===== src/hw/rtl/rgtp_pkg.sv =====
// Shared types and constants for the color grid test pattern pixel block.
`timescale 1ns / 1ps

package rgtp_pkg;

	localparam int CHANNEL_BITS   = 8;
	localparam int RED_POSITION   = 16;
	localparam int GREEN_POSITION = 8;
	localparam int BLUE_POSITION  = 0;

	localparam logic [7:0] CHAN_MASK = 8'((1 << CHANNEL_BITS) - 1);

	localparam int CFG_DIV_STEPS = 11;
	localparam int DIV_BITS      = 8;

	typedef enum logic [2:0] {
		REG_RECT_COUNT   = 3'd0,
		REG_FIRST_COLOR  = 3'd1,
		REG_COLOR_STEP   = 3'd2,
		REG_INDEXED_MODE = 3'd3,
		REG_X_RES        = 3'd4,
		REG_Y_RES        = 3'd5,
		REG_BITS_PER_PIX = 3'd6
	} cfg_reg_t;

	typedef enum logic [1:0] {
		CFG_IDLE,
		CFG_LOAD,
		CFG_DIVIDE,
		CFG_SCALE
	} cfg_state_t;

	typedef struct packed {
		logic [10:0] pixel_x;
		logic [10:0] pixel_y;
	} pixel_in_t;

	typedef struct packed {
		logic        drawn;
		logic [23:0] pixel_color;
		logic [23:0] byte_offset;
	} pixel_out_t;

	typedef struct packed {
		logic [7:0]  rect_count;
		logic [23:0] first_color;
		logic [7:0]  color_step;
		logic        indexed_mode;
		logic [10:0] x_res;
		logic [2:0]  bytes_pp;
		logic [23:0] color_mask;
		logic [10:0] rect_w;
		logic [10:0] rect_h;
		logic [10:0] grid_w;
		logic [10:0] grid_h;
		logic        grid_on;
	} cfg_t;

	typedef struct packed {
		logic [10:0] rem_x;
		logic [10:0] rem_y;
		logic [7:0]  quo_x;
		logic [7:0]  quo_y;
		logic        drawn;
		logic [23:0] acc;
	} grid_stage_t;

	typedef struct packed {
		logic [7:0]  row;
		logic [7:0]  col;
		logic        drawn;
		logic [23:0] byte_offset;
	} tile_t;

endpackage


===== src/hw/rtl/rgtp_cfg.sv =====
// Configuration registers and derived rectangle geometry for the grid pattern.
`timescale 1ns / 1ps

module rgtp_cfg (
	input  logic          clk,
	input  logic          arst_n,
	input  logic          cfg_valid,
	output logic          cfg_ready,
	input  logic [2:0]    cfg_index,
	input  logic [23:0]   cfg_data,
	output rgtp_pkg::cfg_t cfg,
	output logic          busy
);
	import rgtp_pkg::*;

	logic [7:0]  rect_count_q;
	logic [23:0] first_color_q;
	logic [7:0]  color_step_q;
	logic        indexed_mode_q;
	logic [10:0] x_res_q;
	logic [10:0] y_res_q;
	logic [4:0]  bpp_q;

	cfg_state_t  state_q, state_d;
	logic [3:0]  cnt_q;
	logic [10:0] dvd_x_q, dvd_y_q;
	logic [8:0]  rem_x_q, rem_y_q;
	logic [10:0] grid_w_q, grid_h_q;
	logic        grid_on_q;

	logic        wr;
	logic [8:0]  sh_x, sh_y;
	logic        ge_x, ge_y;
	logic [5:0]  bpp_round;
	logic [18:0] gw_prod, gh_prod;

	assign cfg_ready = 1'b1;
	assign wr        = cfg_valid & cfg_ready;

	always_ff @(posedge clk or negedge arst_n) begin
		if (!arst_n) begin
			rect_count_q   <= 8'd1;
			first_color_q  <= 24'd0;
			color_step_q   <= 8'd1;
			indexed_mode_q <= 1'b1;
			x_res_q        <= 11'd1024;
			y_res_q        <= 11'd768;
			bpp_q          <= 5'd8;
		end else if (wr) begin
			case (cfg_index)
				REG_RECT_COUNT:   rect_count_q   <= cfg_data[7:0];
				REG_FIRST_COLOR:  first_color_q  <= cfg_data;
				REG_COLOR_STEP:   color_step_q   <= cfg_data[7:0];
				REG_INDEXED_MODE: indexed_mode_q <= cfg_data[0];
				REG_X_RES:        x_res_q        <= cfg_data[10:0];
				REG_Y_RES:        y_res_q        <= cfg_data[10:0];
				REG_BITS_PER_PIX: bpp_q          <= cfg_data[4:0];
				default: ;
			endcase
		end
	end

	always_ff @(posedge clk or negedge arst_n) begin
		if (!arst_n) begin
			state_q <= CFG_LOAD;
		end else begin
			state_q <= state_d;
		end
	end

	always_comb begin
		state_d = state_q;
		case (state_q)
			CFG_IDLE:   state_d = CFG_IDLE;
			CFG_LOAD:   state_d = CFG_DIVIDE;
			CFG_DIVIDE: begin
				if (cnt_q == 4'(CFG_DIV_STEPS - 1)) state_d = CFG_SCALE;
			end
			CFG_SCALE:  state_d = CFG_IDLE;
			default:    state_d = CFG_LOAD;
		endcase
		if (wr) state_d = CFG_LOAD;
	end

	assign sh_x    = {rem_x_q[7:0], dvd_x_q[10]};
	assign sh_y    = {rem_y_q[7:0], dvd_y_q[10]};
	assign ge_x    = sh_x >= {1'b0, rect_count_q};
	assign ge_y    = sh_y >= {1'b0, rect_count_q};
	assign gw_prod = {8'd0, dvd_x_q} * {11'd0, rect_count_q};
	assign gh_prod = {8'd0, dvd_y_q} * {11'd0, rect_count_q};

	always_ff @(posedge clk) begin
		case (state_q)
			CFG_LOAD: begin
				dvd_x_q <= x_res_q;
				dvd_y_q <= y_res_q;
				rem_x_q <= 9'd0;
				rem_y_q <= 9'd0;
				cnt_q   <= 4'd0;
			end
			CFG_DIVIDE: begin
				rem_x_q <= ge_x ? sh_x - {1'b0, rect_count_q} : sh_x;
				rem_y_q <= ge_y ? sh_y - {1'b0, rect_count_q} : sh_y;
				dvd_x_q <= {dvd_x_q[9:0], ge_x};
				dvd_y_q <= {dvd_y_q[9:0], ge_y};
				cnt_q   <= cnt_q + 4'd1;
			end
			CFG_SCALE: begin
				grid_w_q  <= gw_prod[10:0];
				grid_h_q  <= gh_prod[10:0];
				grid_on_q <= (rect_count_q != 8'd0) && (dvd_x_q != 11'd0) &&
				             (dvd_y_q != 11'd0);
			end
			default: ;
		endcase
	end

	assign bpp_round = {1'b0, bpp_q} + 6'd7;

	always_comb begin
		cfg.rect_count   = rect_count_q;
		cfg.first_color  = first_color_q;
		cfg.color_step   = color_step_q;
		cfg.indexed_mode = indexed_mode_q;
		cfg.x_res        = x_res_q;
		cfg.bytes_pp     = bpp_round[5:3];
		cfg.color_mask   = (bpp_q >= 5'd24) ? 24'hFFFFFF : ((24'd1 << bpp_q) - 24'd1);
		cfg.rect_w       = dvd_x_q;
		cfg.rect_h       = dvd_y_q;
		cfg.grid_w       = grid_w_q;
		cfg.grid_h       = grid_h_q;
		cfg.grid_on      = grid_on_q;
	end

	assign busy = state_q != CFG_IDLE;

endmodule


===== src/hw/rtl/rgtp_grid.sv =====
// Grid cell lookup: bit-per-stage column and row division, coverage and byte offset.
`timescale 1ns / 1ps

module rgtp_grid (
	input  logic               clk,
	input  logic               arst_n,
	input  logic               en,
	input  logic               beat,
	input  rgtp_pkg::pixel_in_t pixel,
	input  rgtp_pkg::cfg_t     cfg,
	output logic               tile_valid,
	output rgtp_pkg::tile_t    tile
);
	import rgtp_pkg::*;

	grid_stage_t grid_s [DIV_BITS+1];
	logic        grid_vld_s [DIV_BITS+1];
	logic [21:0] lin_prod;

	assign lin_prod = {11'd0, pixel.pixel_y} * {11'd0, cfg.x_res};

	always_ff @(posedge clk or negedge arst_n) begin
		if (!arst_n) begin
			grid_vld_s[0] <= 1'b0;
		end else if (en) begin
			grid_vld_s[0] <= beat;
		end
	end

	always_ff @(posedge clk) begin
		if (en) begin
			grid_s[0].rem_x <= pixel.pixel_x;
			grid_s[0].rem_y <= pixel.pixel_y;
			grid_s[0].quo_x <= 8'd0;
			grid_s[0].quo_y <= 8'd0;
			grid_s[0].drawn <= cfg.grid_on && (pixel.pixel_x < cfg.grid_w) &&
			                   (pixel.pixel_y < cfg.grid_h);
			grid_s[0].acc   <= {2'd0, lin_prod};
		end
	end

	for (genvar k = 0; k < DIV_BITS; k++) begin : g_div
		localparam int B = DIV_BITS - 1 - k;
		logic [18:0] dx, dy;
		logic        ge_x, ge_y;
		logic [23:0] acc_d;

		assign dx   = {8'd0, cfg.rect_w} << B;
		assign dy   = {8'd0, cfg.rect_h} << B;
		assign ge_x = {8'd0, grid_s[k].rem_x} >= dx;
		assign ge_y = {8'd0, grid_s[k].rem_y} >= dy;

		if (k == 0) begin : g_lin
			assign acc_d = grid_s[k].acc + {13'd0, grid_s[k].rem_x};
		end else if (k == 1) begin : g_scale
			logic [26:0] scaled;
			assign scaled = {3'd0, grid_s[k].acc} * {24'd0, cfg.bytes_pp};
			assign acc_d  = scaled[23:0];
		end else begin : g_hold
			assign acc_d = grid_s[k].acc;
		end

		always_ff @(posedge clk or negedge arst_n) begin
			if (!arst_n) begin
				grid_vld_s[k+1] <= 1'b0;
			end else if (en) begin
				grid_vld_s[k+1] <= grid_vld_s[k];
			end
		end

		always_ff @(posedge clk) begin
			if (en) begin
				grid_s[k+1].rem_x <= ge_x ? grid_s[k].rem_x - dx[10:0] : grid_s[k].rem_x;
				grid_s[k+1].rem_y <= ge_y ? grid_s[k].rem_y - dy[10:0] : grid_s[k].rem_y;
				grid_s[k+1].quo_x <= grid_s[k].quo_x | (8'(ge_x) << B);
				grid_s[k+1].quo_y <= grid_s[k].quo_y | (8'(ge_y) << B);
				grid_s[k+1].drawn <= grid_s[k].drawn;
				grid_s[k+1].acc   <= acc_d;
			end
		end
	end

	assign tile_valid       = grid_vld_s[DIV_BITS];
	assign tile.row         = grid_s[DIV_BITS].quo_y;
	assign tile.col         = grid_s[DIV_BITS].quo_x;
	assign tile.drawn       = grid_s[DIV_BITS].drawn;
	assign tile.byte_offset = grid_s[DIV_BITS].acc;

endmodule


===== src/hw/rtl/rgtp_color.sv =====
// Rectangle color stages for indexed and direct RGB modes, ending in the result register.
`timescale 1ns / 1ps

module rgtp_color (
	input  logic                 clk,
	input  logic                 arst_n,
	input  logic                 en,
	input  logic                 tile_valid,
	input  rgtp_pkg::tile_t      tile,
	input  rgtp_pkg::cfg_t       cfg,
	output logic                 result_valid,
	output rgtp_pkg::pixel_out_t result
);
	import rgtp_pkg::*;

	logic        vld_s1, vld_s2, vld_s3;
	logic [16:0] tile_idx_s1;
	logic [7:0]  r_inc_s1, g_inc_s1, b_inc_s1;
	logic        drawn_s1, drawn_s2;
	logic [23:0] offset_s1, offset_s2;
	logic [24:0] idx_prod_s2;
	logic [23:0] direct_s2;
	pixel_out_t  result_s3;

	logic [15:0] col_n;
	logic [15:0] r_mul, g_mul, b_mul;
	logic [8:0]  diag;
	logic [16:0] b_full;
	logic [7:0]  r_ch, g_ch, b_ch;
	logic [25:0] idx_sum;

	always_ff @(posedge clk or negedge arst_n) begin
		if (!arst_n) begin
			vld_s1 <= 1'b0;
			vld_s2 <= 1'b0;
			vld_s3 <= 1'b0;
		end else if (en) begin
			vld_s1 <= tile_valid;
			vld_s2 <= vld_s1;
			vld_s3 <= vld_s2;
		end
	end

	assign col_n  = {8'd0, tile.col} * {8'd0, cfg.rect_count};
	assign r_mul  = {8'd0, tile.row} * {8'd0, cfg.color_step};
	assign g_mul  = {8'd0, tile.col} * {8'd0, cfg.color_step};
	assign diag   = {1'b0, tile.row} + {1'b0, tile.col};
	assign b_full = {8'd0, diag} * {9'd0, cfg.color_step};
	assign b_mul  = b_full[15:0];

	always_ff @(posedge clk) begin
		if (en) begin
			tile_idx_s1 <= {1'b0, col_n} + {9'd0, tile.row};
			r_inc_s1    <= r_mul[7:0];
			g_inc_s1    <= g_mul[7:0];
			b_inc_s1    <= b_mul[7:0];
			drawn_s1    <= tile.drawn;
			offset_s1   <= tile.byte_offset;
		end
	end

	assign r_ch = (8'(cfg.first_color >> RED_POSITION) + r_inc_s1) & CHAN_MASK;
	assign g_ch = (8'(cfg.first_color >> GREEN_POSITION) + g_inc_s1) & CHAN_MASK;
	assign b_ch = (8'(cfg.first_color >> BLUE_POSITION) + b_inc_s1) & CHAN_MASK;

	always_ff @(posedge clk) begin
		if (en) begin
			idx_prod_s2 <= {8'd0, tile_idx_s1} * {17'd0, cfg.color_step};
			direct_s2   <= ({16'd0, r_ch} << RED_POSITION) |
			               ({16'd0, g_ch} << GREEN_POSITION) |
			               ({16'd0, b_ch} << BLUE_POSITION);
			drawn_s2    <= drawn_s1;
			offset_s2   <= offset_s1;
		end
	end

	assign idx_sum = {2'd0, cfg.first_color} + {1'b0, idx_prod_s2};

	always_ff @(posedge clk) begin
		if (en) begin
			result_s3.drawn       <= drawn_s2;
			result_s3.byte_offset <= offset_s2;
			if (!drawn_s2) begin
				result_s3.pixel_color <= 24'd0;
			end else if (cfg.indexed_mode) begin
				result_s3.pixel_color <= idx_sum[23:0] & cfg.color_mask;
			end else begin
				result_s3.pixel_color <= direct_s2;
			end
		end
	end

	assign result_valid = vld_s3;
	assign result       = result_s3;

endmodule


===== src/hw/rtl/rect_grid_test_pattern_pixel_top.sv =====
// An accepted pixel beat passes the input register, the divide stages and the color stages to its result beat.
// Throughput: one pixel per cycle; the 8 one-bit divide stages and the
// color stages all advance together and hold as a whole when the result is not taken.
// Reset and every register write start a rectangle size calculation
// (serial divide of x_res and y_res by rect_count), during which pixel_ready is low.
`timescale 1ns / 1ps

module rect_grid_test_pattern_pixel_top (
	input  logic                 clk,
	input  logic                 arst_n,
	input  logic                 pixel_valid,
	output logic                 pixel_ready,
	input  rgtp_pkg::pixel_in_t  pixel,
	output logic                 result_valid,
	input  logic                 result_ready,
	output rgtp_pkg::pixel_out_t result,
	input  logic                 cfg_valid,
	output logic                 cfg_ready,
	input  logic [2:0]           cfg_index,
	input  logic [23:0]          cfg_data
);
	import rgtp_pkg::*;

	cfg_t  cfg;
	logic  busy;
	logic  en;
	logic  beat;
	logic  tile_valid;
	tile_t tile;

	assign en          = !result_valid || result_ready;
	assign pixel_ready = en && !busy;
	assign beat        = pixel_valid && pixel_ready;

	rgtp_cfg u_cfg (
		.clk       (clk),
		.arst_n    (arst_n),
		.cfg_valid (cfg_valid),
		.cfg_ready (cfg_ready),
		.cfg_index (cfg_index),
		.cfg_data  (cfg_data),
		.cfg       (cfg),
		.busy      (busy)
	);

	rgtp_grid u_grid (
		.clk        (clk),
		.arst_n     (arst_n),
		.en         (en),
		.beat       (beat),
		.pixel      (pixel),
		.cfg        (cfg),
		.tile_valid (tile_valid),
		.tile       (tile)
	);

	rgtp_color u_color (
		.clk          (clk),
		.arst_n       (arst_n),
		.en           (en),
		.tile_valid   (tile_valid),
		.tile         (tile),
		.cfg          (cfg),
		.result_valid (result_valid),
		.result       (result)
	);

endmodule

===== config.mk =====
export PLATFORM = sky130hd
export DESIGN_NAME = rect_grid_test_pattern_pixel_top
export DESIGN_NICKNAME = d
export VERILOG_FILES = /design/src/hw/rtl/rgtp_pkg.sv /design/src/hw/rtl/rgtp_cfg.sv /design/src/hw/rtl/rgtp_grid.sv /design/src/hw/rtl/rgtp_color.sv /design/src/hw/rtl/rect_grid_test_pattern_pixel_top.sv
export SDC_FILE = /design/constraint.sdc
export NUM_CORES = 2
export LEC_CHECK = 0
export BUFFER_PORTS_ARGS = -buffer_cell sky130_fd_sc_hd__buf_2
export CAP_MARGIN = 30
export CORE_AREA = 2 2 334 336
export DETAILED_ROUTE_END_ITERATION = 12
export DIE_AREA = 0 0 336 338
export HOLD_SLACK_MARGIN = 0.02
export PLACE_DENSITY = 0.65
export SLEW_MARGIN = 10
export SYNTH_ARGS = -nofsm -noshare
export SYNTH_HDL_FRONTEND = slang
export SYNTH_HIERARCHICAL = 1
export SYNTH_SLANG_ARGS = --single-unit

===== constraint.sdc =====
create_clock -name clk -period 39 [get_ports clk]
set_clock_uncertainty 0.1 [all_clocks]
set_input_delay 5.85 -clock clk [delete_from_list [all_inputs] [get_ports clk]]
set_output_delay 5.85 -clock clk [all_outputs]
set_load 0.05 [all_outputs]

# Yosys cells after proc, flatten, opt, wreduce, memory -nomap -nowiden
# Memory sizes are Yosys's and may differ from the RTL's.
# Index checks and enable logic that the tools add are counted.
[word_totals]
out_inout_bits = 52
wordCells = 185
in_bits = 54
reg_bits = 335
mem_count = 1
mem_bits_rw = 567
[mem_list]
columns = ["name", "words", "word_bits", "rd", "rd_ports_with_merged_regs", "wr", "line", "rtl"]
rows = [
  ["u_grid.grid_s", 9, 63, 9, 0, 9, "rgtp_grid.sv:16", "grid_stage_t grid_s [DIV_BITS+1];"],
]
[classes]
reduce_logical = 24
muxes = 30
n_eq_ne = 11
multipliers = 9
add_sub_neg = 28
n_shift = 1
order_cmp = 21
bitwise = 19
[op_table]
columns = ["cell", "n"]
rows = [
  ["$mux 11", 16],
  ["$sub 11x11->11", 16],
  ["$mux 24", 2],
  ["$pmux 11 s2", 2],
  ["$ge 11x18->1", 2],
  ["$ge 11x17->1", 2],
  ["$ge 11x16->1", 2],
  ["$pmux 8 s2", 2],
  ["$ge 11x15->1", 2],
  ["$ge 11x14->1", 2],
  ["$ge 11x13->1", 2],
  ["$add 24x11->24", 1],
  ["$add 24x24->24", 1],
  ["$add 8x8->8", 3],
  ["$and 24x24->24", 1],
  ["$ge 11x12->1", 2],
  ["$mul 17x8->24", 1],
  ["$mul 24x3->24", 1],
  ["$or 24x16->24", 1],
  ["$or 24x8->24", 1],
  ["$shl 1x5->24 const A", 1],
  ["$sub 24x1->24 const B", 1],
  ["$ge 11x11->1", 2],
  ["$lt 11x11->1", 2],
  ["other kinds (42)", 75],
]

# Depth between registers and ports, before layout
[logic_depth]
depth_word = 5
mapped_depth = 21
mapped_depth_nobuf = 21

# By module
# The synthesis kept the hierarchy.
[by_module_without_submodules]
columns = ["module", "cells_each", "area_each_um2", "seq_area_each_um2", "instances"]
rows = [
  ["rgtp_grid", 2175, 27152.3, 14338.8, 1],
  ["rgtp_color", 1654, 17621.9, 5720.5, 1],
  ["rgtp_cfg", 907, 9751.9, 3713.6, 1],
  ["rect_grid_test_pattern_pixel_top", 4, 33.8, 0.0, 1],
]

# Worst setup path after synthesis
# OpenSTA, ideal clock, no wires.
[synth_timing]
path_type = "input port to flip-flop"
startpoint = "in result_ready"
endpoint = "reg u_color.vld_s3 (netlist: u_color/result_valid)"
setup_slack_ns = 18.454
path_stages = 3
n_path_buf = 0
required_time_ns = 38.765
t_arrival_ns = 20.311
setup_ns = 0.135
path_cell_list = "nor2b_4 inv_1 mux2_2"
[synth_between]
elab_chain_len = 1
[synth_rtl]
columns = ["element", "line", "rtl"]
rows = [
  ["start: declaration", "rect_grid_test_pattern_pixel_top.sv:15", "input logic result_ready,"],
  ["$logic_or 1x1->1", "rect_grid_test_pattern_pixel_top.sv:31", "assign en = !result_valid || result_ready;"],
  ["named net en", "rect_grid_test_pattern_pixel_top.sv:26", "logic en;"],
  ["end signal: assignment", "rgtp_color.sv:40", "vld_s3 <= vld_s2;"],
  ["end: declaration", "rgtp_color.sv:16", "logic vld_s1, vld_s2, vld_s3;"],
]
# The timed path passes the listed nets, and every way through them passes these cells.
# A chain may end at the register's enable or synchronous reset.

# Worst setup path after layout
[layout_timing]
startpoint = "in result_ready"
endpoint = "out pixel_ready"
[layout_between]
elab_chain_len = 2
[layout_rtl]
columns = ["element", "line", "rtl"]
rows = [
  ["$logic_or 1x1->1", "rect_grid_test_pattern_pixel_top.sv:31", ""],
  ["$logic_and 1x1->1", "rect_grid_test_pattern_pixel_top.sv:32", "assign pixel_ready = en && !busy;"],
  ["end: declaration", "rect_grid_test_pattern_pixel_top.sv:12", "output logic pixel_ready,"],
]
# Every way passes these cells.

==> metrics.yaml <==
start_util_pct: 49.6
setup_tns_ns: 0
hold_slack_ns: 0.281
firstDrtPassIters: 7
wirelength_mm: 114
fmax_ghz: 0.0808
grt-busiest-layer: "met2"
cp.arrival_ns: 6.42
rsz0062_at_grt: "false"
crit_fanout: 3
synthMuxAreaShare_pct: 2.84
syn2layout_area_growth_pct: 9.89
synth_edf_count: 723
dr_total_vias: 34000
root_buffer: "clkbuf_16"
synth_top_family_by_area: "adder cells"
cts_resized: 0
grt_use_total_pct: 20.4
gp_congestion: 0.868
startpoint_type: "input port"
core_mm2: 0.110
antenna-diode-count: 0
clock-sinks: 805
hold_buffers: 0
synthSimpleGateAreaFrac_pct: 11.4
drc: 0
synth_cells: 4740
die-area_mm2: 0.114
grt_pass1_wl_mm: 183
wl_per_cell_um: 17.7
synthXorXnorAreaFrac_pct: 4.58
final_common_cell: "edfxtp_1"
maxSlewViolCount: 0
grt_overflow: 0
drt-vias-per-instance: 5.31
synth_fp_nets: 5624
ys_seq_area_share_pct: 43.6
outcome: "finished, final reports clean"
ys_warn_count: 6
end_kind: "output pin"
finalCriticalPeriod_ns: 12.37
met3_usage_pct: 2.73
fin_ws_ns: 26.63
crit_type: "in2out"
worstMarginPinSlew_ns: 1.18
post-route-period-util_pct: 31.7
place_ws_ns: 26.62
globalRouteMet2Util_pct: 34.7
clkTransAtPathRegs_ns: 0.06
setup_viol: 0
fp.dieH_um: 338
fin_nets: 5726
clkLatencyLatePin_ns: 0.68
rows: 122
syn_avg_cell_area_um2: 11.5
io-pin-count: 106
slew-limit-headroom_pct: 21.7
grt_pass1_vias: 34500
required_ns: 33.05
synth-main-ff-cell: "edfxtp_1"
synth_area_mm2: 0.0546
antenna_found_initial: 3
use_met1_pct: 27.1
finalHoldViolCount: 0
final_cell_mix: "edfxtp_1, inv_1, ha_1"
maxCapViolCount: 0
async_flop_share_pct: 10.2
synth_fa_ha_area_share_pct: 23.9
drive_above_1_share_pct: 9.82
ant_nets: 0
first_iter_violations: 2277
port_buffers: 104
ys_types: 99
cts_made_buffers: 90
dp_hpwl_mm: 83.7
htreeDepth: 3
grt_max_degree: 167
hold_class: "reg2reg"
die_w_um: 336
cts_tree: "done"
clk_path_buf_depth: 3
ys_seq_elements: 805
cts_setup_buffers: 0
synth_compound_area_share_pct: 8.17
kinds of logic after synthesis:
logic type | count (synthesis)
adders and majority gates | 830
and+or+nand+nor | 1202
DFF | 805
buffers and inverters | 801
AOI/OAI and AO/OA | 677
muxes | 139
xor gates and xnor gates | 285
other | 1
cell usage after synthesis (84+ instances only):
master    instances  area, µm²
a21o_1           85        638
a21oi_1         153        766
and2_1          356       2230
clkbuf_1        116        435
edfxtp_1        723      21700
fa_1            353       7070
ha_1            477       5970
inv_1           664       2490
mux2_2          118       1330
nand2_1         426       1600
nor2_1          110        413
o21ai_0         167        836
xnor2_1         201       1760
xor2_1           84        736
stage by stage:
| stage | std cells | area, µm² | util, % |
|---|---|---|---|
| after floorplan | 4740 | 54600 | - |
| after global placement | 6228 | 56700 | 51.5 |
| after detailed placement | 6233 | 56800 | 51.6 |
| after CTS | 6400 | 59900 | 54.4 |
| after global routing | 6405 | 60000 | 54.5 |
| final | 6405 | 60000 | 54.5 |
critical path: stages:
cell and delay [ns]:
buf_2 0.11, nor2b_4 0.20, nor2_1 0.05, buf_2 0.21
state kept, by name (all words and copies together), names as in the netlist, 11 cells and up:
register	count
u_color/idx_prod_s2	24
u_cfg/grid_h_q	11
u_color/direct_s2	24
u_cfg/grid_w_q	11
u_color/tile_idx_s1	17
u_cfg/dvd_y_q	11
u_cfg/y_res_q	11
u_cfg/dvd_x_q	11
u_grid/grid_s	470
u_cfg/x_res_q	11
u_color/offset_s2	24
u_cfg/first_color_q	24
u_color/result	49
u_color/offset_s1	24
path summary, 6_finish.rpt:
check,startpoint,endpoint,slack [ns],cells past startpoint
setup reg to reg,u_grid/grid_s[8][33]$_DFFE_PP_,u_color/b_inc_s1[7]$_DFFE_PP_,33.15,20
setup / recovery,result_ready,pixel_ready,26.63,4
hold reg to reg,u_grid/grid_s[7][32]$_DFFE_PP_,u_grid/grid_s[8][32]$_DFFE_PP_,0.28,0
hold / removal,u_grid/grid_s[7][32]$_DFFE_PP_,u_grid/grid_s[8][32]$_DFFE_PP_,0.28,0
min in group asynchronous,arst_n,u_cfg/first_color_q[13]$_DFFE_PN0P_,4.94,1
max in group asynchronous,arst_n,u_cfg/x_res_q[10]$_DFFE_PN1P_,32.96,3
per-layer routing:
layer	share of wire (%)	vias up
li1	-	16300
met5	0.011	-
met1	44	16800
met2	48	686
met3	4.1	207
met4	3.2	2
cell type report:
class	instances	area [µm²]
Clock buffer	114	2470
Clock inverter	53	599
Fill cell	9390	50100
Inverter	664	2500
Multi-Input combinational cell	3134	27800
Sequential cell	805	23800
Tap cell	1488	1860
Timing Repair Buffer	147	971
Power is not shown: default switching activity piles up to over one toggle a cycle in this logic, so the estimate is an artifact.
